`src/hw/rtl/skt_pkg.sv`:
```
package skt_pkg;

   localparam int KEY_W = 32;
   localparam int PAY_W = 32;
   localparam int FUNC_W = 2;
   localparam int STATUS_W = 2;

   typedef enum logic [FUNC_W-1:0] {
      FUNC_INSERT = 2'd0,
      FUNC_FIND   = 2'd1,
      FUNC_DELETE = 2'd2
   } func_type;

   typedef enum logic [STATUS_W-1:0] {
      STATUS_OK       = 2'd0,
      STATUS_DUP      = 2'd1,
      STATUS_NOTFOUND = 2'd2,
      STATUS_FULL     = 2'd3
   } status_type;

   typedef enum logic [1:0] {
      S_IDLE,
      S_CMP,
      S_COMMIT
   } state_type;

   typedef struct packed {
      logic cmp;
      logic ins;
      logic del;
   } ctrl_type;

endpackage

```
`src/hw/rtl/skt_if.sv`:
```
interface skt_req_if;
   logic                                 valid;
   logic                                 ready;
   logic        [skt_pkg::FUNC_W-1:0]    func;
   logic signed [skt_pkg::KEY_W-1:0]     key;
   logic        [skt_pkg::PAY_W-1:0]     payload;

   modport source (output valid, func, key, payload, input ready);
   modport sink (input valid, func, key, payload, output ready);
endinterface

interface skt_rsp_if;
   logic                                 valid;
   logic                                 ready;
   logic        [skt_pkg::STATUS_W-1:0]  status;
   logic        [skt_pkg::PAY_W-1:0]     found_payload;

   modport source (output valid, status, found_payload, input ready);
   modport sink (input valid, status, found_payload, output ready);
endinterface

```
`src/hw/rtl/skt_cell.sv`:
```
module skt_cell (
   input  logic                              clock,
   input  logic                              reset,
   input  skt_pkg::ctrl_type                 ctrl,
   input  logic signed [skt_pkg::KEY_W-1:0]  new_key,
   input  logic        [skt_pkg::PAY_W-1:0]  new_payload,
   input  logic signed [skt_pkg::KEY_W-1:0]  prev_key,
   input  logic        [skt_pkg::PAY_W-1:0]  prev_payload,
   input  logic                              prev_valid,
   input  logic                              prev_lt,
   input  logic signed [skt_pkg::KEY_W-1:0]  next_key,
   input  logic        [skt_pkg::PAY_W-1:0]  next_payload,
   input  logic                              next_valid,
   output logic signed [skt_pkg::KEY_W-1:0]  key,
   output logic        [skt_pkg::PAY_W-1:0]  payload,
   output logic                              valid,
   output logic                              lt,
   output logic                              eq,
   output logic        [skt_pkg::PAY_W-1:0]  hit_payload
);

   logic signed [skt_pkg::KEY_W-1:0] key_ff, key_in;
   logic        [skt_pkg::PAY_W-1:0] payload_ff, payload_in;
   logic                             valid_ff, valid_in;
   logic                             lt_ff, eq_ff;

   always_comb begin
      key_in = key_ff;
      payload_in = payload_ff;
      valid_in = valid_ff;
      if (ctrl.ins && !lt_ff) begin
         if (prev_lt) begin
            key_in = new_key;
            payload_in = new_payload;
            valid_in = 1'b1;
         end else begin
            key_in = prev_key;
            payload_in = prev_payload;
            valid_in = prev_valid;
         end
      end else if (ctrl.del && !lt_ff) begin
         key_in = next_key;
         payload_in = next_payload;
         valid_in = next_valid;
      end
   end

   always_ff @(posedge clock) begin
      key_ff <= key_in;
      payload_ff <= payload_in;
      if (reset) begin
         valid_ff <= 1'b0;
         lt_ff <= 1'b0;
         eq_ff <= 1'b0;
      end else begin
         valid_ff <= valid_in;
         if (ctrl.cmp) begin
            lt_ff <= valid_ff && (key_ff < new_key);
            eq_ff <= valid_ff && (key_ff == new_key);
         end
      end
   end

   assign key = key_ff;
   assign payload = payload_ff;
   assign valid = valid_ff;
   assign lt = lt_ff;
   assign eq = eq_ff;
   assign hit_payload = eq_ff ? payload_ff : '0;

endmodule

```
`src/hw/rtl/sorted_key_table.sv`:
```
// A taken request passes a compare state across the cell chain and then a commit
// state that shifts the chain for an insert or delete and registers the result into
// the response slot. The next request is taken only while idle or in that commit state.
// A stalled response holds the commit cycle until the response slot frees.
// Reset (synchronous) empties the table and drops any pending response.
module sorted_key_table #(
   parameter int DEPTH = 16
) (
   input  logic        clock,
   input  logic        reset,
   skt_req_if.sink     req_chan,
   skt_rsp_if.source   rsp_chan
);

   skt_pkg::state_type state_ff, state_in;
   skt_pkg::ctrl_type  ctrl;

   logic [skt_pkg::FUNC_W-1:0]       op_func_ff;
   logic signed [skt_pkg::KEY_W-1:0] op_key_ff;
   logic [skt_pkg::PAY_W-1:0]        op_payload_ff;

   logic                             rsp_valid_ff;
   logic [skt_pkg::STATUS_W-1:0]     rsp_status_ff, rsp_status_in;
   logic [skt_pkg::PAY_W-1:0]        rsp_found_ff, rsp_found_in;

   logic signed [skt_pkg::KEY_W-1:0] key_arr [DEPTH];
   logic [skt_pkg::PAY_W-1:0]        payload_arr [DEPTH];
   logic [skt_pkg::PAY_W-1:0]        hit_arr [DEPTH];
   logic [DEPTH-1:0]                 valid_vec, lt_vec, eq_vec;

   logic req_take, out_free, advance, hit, full;
   logic is_insert, is_find, is_delete;

   assign out_free = !rsp_valid_ff || rsp_chan.ready;
   assign req_take = req_chan.valid && req_chan.ready;
   assign hit = |eq_vec;
   assign full = valid_vec[DEPTH-1];
   assign is_insert = op_func_ff == skt_pkg::FUNC_INSERT;
   assign is_find = op_func_ff == skt_pkg::FUNC_FIND;
   assign is_delete = op_func_ff == skt_pkg::FUNC_DELETE;

   always_comb begin
      state_in = state_ff;
      case (state_ff)
         skt_pkg::S_IDLE: begin
            if (req_chan.valid) state_in = skt_pkg::S_CMP;
         end
         skt_pkg::S_CMP: begin
            state_in = skt_pkg::S_COMMIT;
         end
         skt_pkg::S_COMMIT: begin
            if (out_free) state_in = req_chan.valid ? skt_pkg::S_CMP : skt_pkg::S_IDLE;
         end
         default: state_in = skt_pkg::S_IDLE;
      endcase
   end

   always_comb begin
      req_chan.ready = 1'b0;
      advance = 1'b0;
      ctrl = '0;
      case (state_ff)
         skt_pkg::S_IDLE: begin
            req_chan.ready = 1'b1;
         end
         skt_pkg::S_CMP: begin
            ctrl.cmp = 1'b1;
         end
         skt_pkg::S_COMMIT: begin
            advance = out_free;
            req_chan.ready = out_free;
            ctrl.ins = out_free && is_insert && !hit && !full;
            ctrl.del = out_free && is_delete && hit;
         end
         default: begin
            req_chan.ready = 1'b0;
         end
      endcase
   end

   always_comb begin
      rsp_status_in = skt_pkg::STATUS_NOTFOUND;
      rsp_found_in = '0;
      if (is_insert) begin
         if (hit) rsp_status_in = skt_pkg::STATUS_DUP;
         else if (full) rsp_status_in = skt_pkg::STATUS_FULL;
         else rsp_status_in = skt_pkg::STATUS_OK;
      end else if ((is_find || is_delete) && hit) begin
         rsp_status_in = skt_pkg::STATUS_OK;
      end
      if (is_find) begin
         for (int i = 0; i < DEPTH; i++) rsp_found_in = rsp_found_in | hit_arr[i];
      end
   end

   always_ff @(posedge clock) begin
      if (req_take) begin
         op_func_ff <= req_chan.func;
         op_key_ff <= req_chan.key;
         op_payload_ff <= req_chan.payload;
      end
      if (advance) begin
         rsp_status_ff <= rsp_status_in;
         rsp_found_ff <= rsp_found_in;
      end
      if (reset) begin
         state_ff <= skt_pkg::S_IDLE;
         rsp_valid_ff <= 1'b0;
      end else begin
         state_ff <= state_in;
         if (advance) rsp_valid_ff <= 1'b1;
         else if (rsp_chan.ready) rsp_valid_ff <= 1'b0;
      end
   end

   assign rsp_chan.valid = rsp_valid_ff;
   assign rsp_chan.status = rsp_status_ff;
   assign rsp_chan.found_payload = rsp_found_ff;

   for (genvar g = 0; g < DEPTH; g++) begin : g_cell
      logic signed [skt_pkg::KEY_W-1:0] p_key, n_key;
      logic [skt_pkg::PAY_W-1:0]        p_pay, n_pay;
      logic                             p_valid, p_lt, n_valid;

      if (g == 0) begin : g_first
         assign p_key = op_key_ff;
         assign p_pay = op_payload_ff;
         assign p_valid = 1'b1;
         assign p_lt = 1'b0;
      end else begin : g_mid
         assign p_key = key_arr[g-1];
         assign p_pay = payload_arr[g-1];
         assign p_valid = valid_vec[g-1];
         assign p_lt = lt_vec[g-1];
      end

      if (g == DEPTH - 1) begin : g_last
         assign n_key = '0;
         assign n_pay = '0;
         assign n_valid = 1'b0;
      end else begin : g_body
         assign n_key = key_arr[g+1];
         assign n_pay = payload_arr[g+1];
         assign n_valid = valid_vec[g+1];
      end

      skt_cell u_cell (
         .clock        (clock),
         .reset        (reset),
         .ctrl         (ctrl),
         .new_key      (op_key_ff),
         .new_payload  (op_payload_ff),
         .prev_key     (p_key),
         .prev_payload (p_pay),
         .prev_valid   (p_valid),
         .prev_lt      (p_lt),
         .next_key     (n_key),
         .next_payload (n_pay),
         .next_valid   (n_valid),
         .key          (key_arr[g]),
         .payload      (payload_arr[g]),
         .valid        (valid_vec[g]),
         .lt           (lt_vec[g]),
         .eq           (eq_vec[g]),
         .hit_payload  (hit_arr[g])
      );
   end

   a_valid_packed: assert property (@(posedge clock) disable iff (reset)
      $onehot({1'b0, valid_vec} + {{DEPTH{1'b0}}, 1'b1}))
      else $error("occupied cells are not packed at the low end");

   a_single_match: assert property (@(posedge clock) disable iff (reset)
      $onehot0(eq_vec))
      else $error("more than one cell matches the key");

   a_no_take_in_cmp: assert property (@(posedge clock) disable iff (reset)
      (state_ff == skt_pkg::S_CMP) |-> !req_chan.ready)
      else $error("request taken during compare cycle");

   a_insert_grows: assert property (@(posedge clock) disable iff (reset)
      ctrl.ins |=> $countones(valid_vec) == $past($countones(valid_vec)) + 1)
      else $error("insert did not add exactly one record");

   a_delete_shrinks: assert property (@(posedge clock) disable iff (reset)
      ctrl.del |=> $countones(valid_vec) + 1 == $past($countones(valid_vec)))
      else $error("delete did not remove exactly one record");

endmodule

```
`src/flat_wrapper.sv`:
```
// flat-port wrapper written by rule: the top's interface ports become plain ports
module sorted_key_table_flat 
#(
   parameter int DEPTH = 16
)
  (clock, reset, req_chan_valid, req_chan_func, req_chan_key, req_chan_payload, req_chan_ready, rsp_chan_valid, rsp_chan_status, rsp_chan_found_payload, rsp_chan_ready);
  skt_req_if req_chan_i ();
  skt_rsp_if rsp_chan_i ();
  input  logic clock;
  input  logic reset;
  input wire logic [$bits(req_chan_i.valid)-1:0] req_chan_valid;
  input wire logic [$bits(req_chan_i.func)-1:0] req_chan_func;
  input wire logic [$bits(req_chan_i.key)-1:0] req_chan_key;
  input wire logic [$bits(req_chan_i.payload)-1:0] req_chan_payload;
  output wire logic [$bits(req_chan_i.ready)-1:0] req_chan_ready;
  output wire logic [$bits(rsp_chan_i.valid)-1:0] rsp_chan_valid;
  output wire logic [$bits(rsp_chan_i.status)-1:0] rsp_chan_status;
  output wire logic [$bits(rsp_chan_i.found_payload)-1:0] rsp_chan_found_payload;
  input wire logic [$bits(rsp_chan_i.ready)-1:0] rsp_chan_ready;
  assign req_chan_i.valid = req_chan_valid;
  assign req_chan_i.func = req_chan_func;
  assign req_chan_i.key = req_chan_key;
  assign req_chan_i.payload = req_chan_payload;
  assign req_chan_ready = req_chan_i.ready;
  assign rsp_chan_valid = rsp_chan_i.valid;
  assign rsp_chan_status = rsp_chan_i.status;
  assign rsp_chan_found_payload = rsp_chan_i.found_payload;
  assign rsp_chan_i.ready = rsp_chan_ready;
  sorted_key_table #(.DEPTH(DEPTH)) u_core (.clock(clock), .reset(reset), .req_chan(req_chan_i), .rsp_chan(rsp_chan_i));
endmodule
```
`config.mk`:
```
export PLATFORM = sky130hd
export DESIGN_NAME = sorted_key_table_flat
export DESIGN_NICKNAME = d
export VERILOG_FILES = /design/src/hw/rtl/skt_pkg.sv /design/src/hw/rtl/skt_if.sv /design/src/hw/rtl/skt_cell.sv /design/src/hw/rtl/sorted_key_table.sv /design/src/flat_wrapper.sv
export SDC_FILE = /design/constraint.sdc
export NUM_CORES = 2
export LEC_CHECK = 0
export ABC_AREA = 1
export BUFFER_PORTS_ARGS = -buffer_cell sky130_fd_sc_hd__buf_4
export CORE_UTILIZATION = 60
export DETAILED_ROUTE_END_ITERATION = 12
export PLACE_DENSITY = 0.74
export SLEW_MARGIN = 30
export SYNTH_ARGS = -nofsm -noshare
export SYNTH_HDL_FRONTEND = slang
export SYNTH_HIERARCHICAL = 1
export SYNTH_SLANG_ARGS = --single-unit
```
`constraint.sdc`:
```
create_clock -name clock -period 15.8 [get_ports clock]
set_clock_uncertainty 0.1 [all_clocks]
set_input_delay 2.37 -clock clock [delete_from_list [all_inputs] [get_ports clock]]
set_output_delay 2.37 -clock clock [all_outputs]
set_load 0.005 [all_outputs]
```
==> summary.txt <==
Setup path
  – Critical Path Most Common Cell: buf_4
  – Crit path max-delay family: buffers and inverters
  – CP Capture Type: primary output
  – Crit path cell chain: buf_4 -> nor2_2 -> a21oi_1 -> buf_4 -> buf_4
  – Setup Crit Path Kind: in -> out
  – CP bufs+invs: 3
  – Critical path's slowest cell: buf_4
  – CP startpoint kind: input pin
  – CP max stage delay: 210 ps
  – Max FO, Critical Path: 3
  – Critical path required time: 13330 ps
  – Arrival time worst endpoint: 3130 ps

Logic synthesis
  – Number of synthesized register bits: 1175
  – Syn Inst Count: 9855
  – Sequential share of the synthesized area: 45.6%
  – Syn Area/Cell: 7.74 um^2
  – Synth Flop Type: edfxtp_1
  – Post-Syn Area: 0.0763 mm^2
  – EDFF count, synth: 1124
  – Synth warn: 6
  – Distinct cells, synth: 25
  – Async set-or-reset flop fraction in the synthesized netlist: 0%

Clock tree
  – CTS clk-pin slew, worst paths: 50 ps
  – CTS sink count: 1175
  – CTS tree: yes
  – Post_cts resized: 0
  – CTS Buf Count: 136
  – Root buf cell: clkbuf_16
  – Hold Buf Count CTS: 0
  – Post-CTS Setup Inserts: 0
  – Clock Path Buffers: 3
  – Clock Latency Late Sink: 780 ps
  – Depth of the CTS H-tree: 4

Floorplanning
  – Die Y: 359 um
  – Initial Utilization: 60.6%
  – Die Area: 0.129 mm^2
  – Die W: 359 um
  – Core area: 0.126 mm^2
  – Num ports: 106
  – Row count: 130

Global route
  – Remaining Overflow, GRT: 0
  – Tot GR Track Use: 34.4%
  – First-pass GRT wire length: 349000 um
  – Vias in the first global route: 62368
  – Initial antenna violation count: 0
  – Pin count of the biggest net entering global routing: 70

Finish
  – Area grow syn2layout: 8.47%
  – FILL cells: 10547
  – Fraction of layout cells with a size suffix above 1: 6.40%
  – Final #Nets: 10369
  – Post-route core utilization: 65.7%
  – N_diodes: 0
  – Design Area, Final: 0.0827 mm^2

Drt
  – Drt total wl: 225000 um
  – DR vias: 68011
  – Wire per inst: 19.5 um
  – # DRC: 0
  – Drt via density: 5.89
  – Drt pass-1 iters: 7
  – Post-route ant nets: 0
  – Initial DRC Count: 9557

Placed design
  – Post-DP Area: 0.0785 mm^2
  – Placed wire-length estimate: 160000 um
  – RD Place Congestion: 0.898
  – PortBufs: 105

Timing
  – Achievable Freq: 179 MHz
  – Fin. Hold Viols: 0
  – Final min period: 5600 ps
  – Worst Tran Pin Value: 1050 ps
  – RSZ-0062 raised after global routing: no
  – Setup TNS: 0 ps
  – Setup violation total in the final timing report: 0
  – Final Max Slew Viols: 0
  – Fin crit share: 35.4%
  – Rel. slew slack: 30.2%

Flow run
  – Max_cap viols: 0

Power and ir drop
  – PwrDens: 84.3 mW/mm^2
  – Maximum vdd ir drop: 0.107 mV
  – P_leak: 0.0393 uW

Outcome
  – Outcome: finished clean

Worst hold path
  – Hold Path Class: reg -> reg
[synthesized netlist by cell type (20+ instances only)]
| cell | instances | area (um^2) |
|---|---|---|
| edfxtp_1 | 1124 | 33800 |
| nand3_1 | 24 | 120 |
| a21o_1 | 32 | 240 |
| buf_2 | 147 | 736 |
| nand2_1 | 2211 | 8300 |
| o21ai_1 | 976 | 4880 |
| o21ai_0 | 1137 | 5690 |
| nor2_1 | 1523 | 5720 |
| nor3_1 | 27 | 135 |
| nand3_2 | 32 | 320 |
| nand4_1 | 43 | 269 |
| nor2_2 | 20 | 125 |
| inv_1 | 1224 | 4590 |
| dfxtp_1 | 51 | 1020 |
| clkbuf_1 | 352 | 1320 |
| ha_1 | 515 | 6440 |
| nand2_2 | 49 | 307 |
| a21oi_1 | 270 | 1350 |
[registers in the layout, summed over array words and instances, names as in the netlist]
register and cells:
u_core/rsp_chan.found_payload 32, u_core/rsp_chan.valid 1, u_core/g_cell.u_cell/eq 16, u_core/g_cell.u_cell/valid 16, u_core/g_cell.p_key 32, u_core/state_ff 2, u_core/rsp_chan.status 2, u_core/op_func_ff 2
u_core/g_cell.p_pay 32, u_core/g_cell.u_cell/lt 16, u_core/g_cell.u_cell/payload 512, u_core/g_cell.u_cell/key 512
[worst paths after layout]
kind                                                            startpoint                                    endpoint  slack [ps]  cells past startpoint
worst min-delay path            u_core/g_cell[0].u_cell/valid$_SDFFE_PP0P_  u_core/g_cell[0].u_cell/valid$_SDFFE_PP0P_         420                      2
worst min register to register  u_core/g_cell[0].u_cell/valid$_SDFFE_PP0P_  u_core/g_cell[0].u_cell/valid$_SDFFE_PP0P_         420                      2
worst max-delay path                                        rsp_chan_ready                              req_chan_ready       10200                      5
worst max register to register     u_core/g_cell[3].u_cell/eq$_SDFFE_PP0P_   u_core/g_cell[3].u_cell/key[26]$_DFFE_PP_       11320                     13
[per-stage QoR]
step	total power [uW]	hold WS [ps]	setup WS, ps	std cells
floorplan	3820	364	7690	9922
finish	6970	416	10200	11544
global placement	3950	388	10000	11295
global route	7160	444	10150	11544
detailed placement	3980	394	10080	11296
CTS	6980	418	10200	11544
[kinds of logic after synthesis]
logic type | after synthesis | share of synthesized area, %
buffers and inverters | 1739 | 8.80
DFF | 1175 | 45.6
other | 2 | 0.00985
and+or+nand+nor | 3945 | 20.5
adders and majority gates | 515 | 8.45
AOI/OAI and AO/OA | 2479 | 16.7
[where the power goes]
group / internal [uW] / switching, uW / leakage [uW]
Sequential: 3430 / 64.1 / 0.0106
Combinational: 146 / 296 / 0.0267
Clock: 1730 / 1310 / 0.00205
[final cells by class]
class / count / area (um^2) / share of cell area [%]
clock buffer: 182 / 3740 / 4.52
clock inverter: 66 / 444 / 0.537
inverter: 1240 / 4700 / 5.68
multi-input combinational: 7008 / 35300 / 42.7
sequential: 1175 / 34800 / 42.1
tap: 1650 / 2060 / 2.50
timing repair buffer: 223 / 1690 / 2.05
[worst min-delay path, cell delays in order (launching register included)]
cell and delay, ps:
dfxtp_1 320, nor2_1 100, a311oi_1 50
[per-layer routing]
layer	wire, um	vias up	GRT usage, %
li1	-	32230	-
met1	94100	31280	50.4
met2	96400	4097	51.3
met3	29100	404	7.10
met4	5390	0	9.92
met5	0	-	0
[cells in the final DEF (no fill, tap or decap), drive strengths merged]
cell type  instances
bufinv             4
buf              223
clkinvlp           1
ha               515
a21oi            286
nand4             43
nor4              16
clkinv            60
o21a              32
nor3              27
o21ai           2113
a311oi            16
inv             1241
conb              69
edfxtp          1124
dfxtp             51
clkbuf           182
nor2            1543
nand2           2260
a21o              32
nand3             56
No activity file was read; power rests on OpenSTA's default activity.
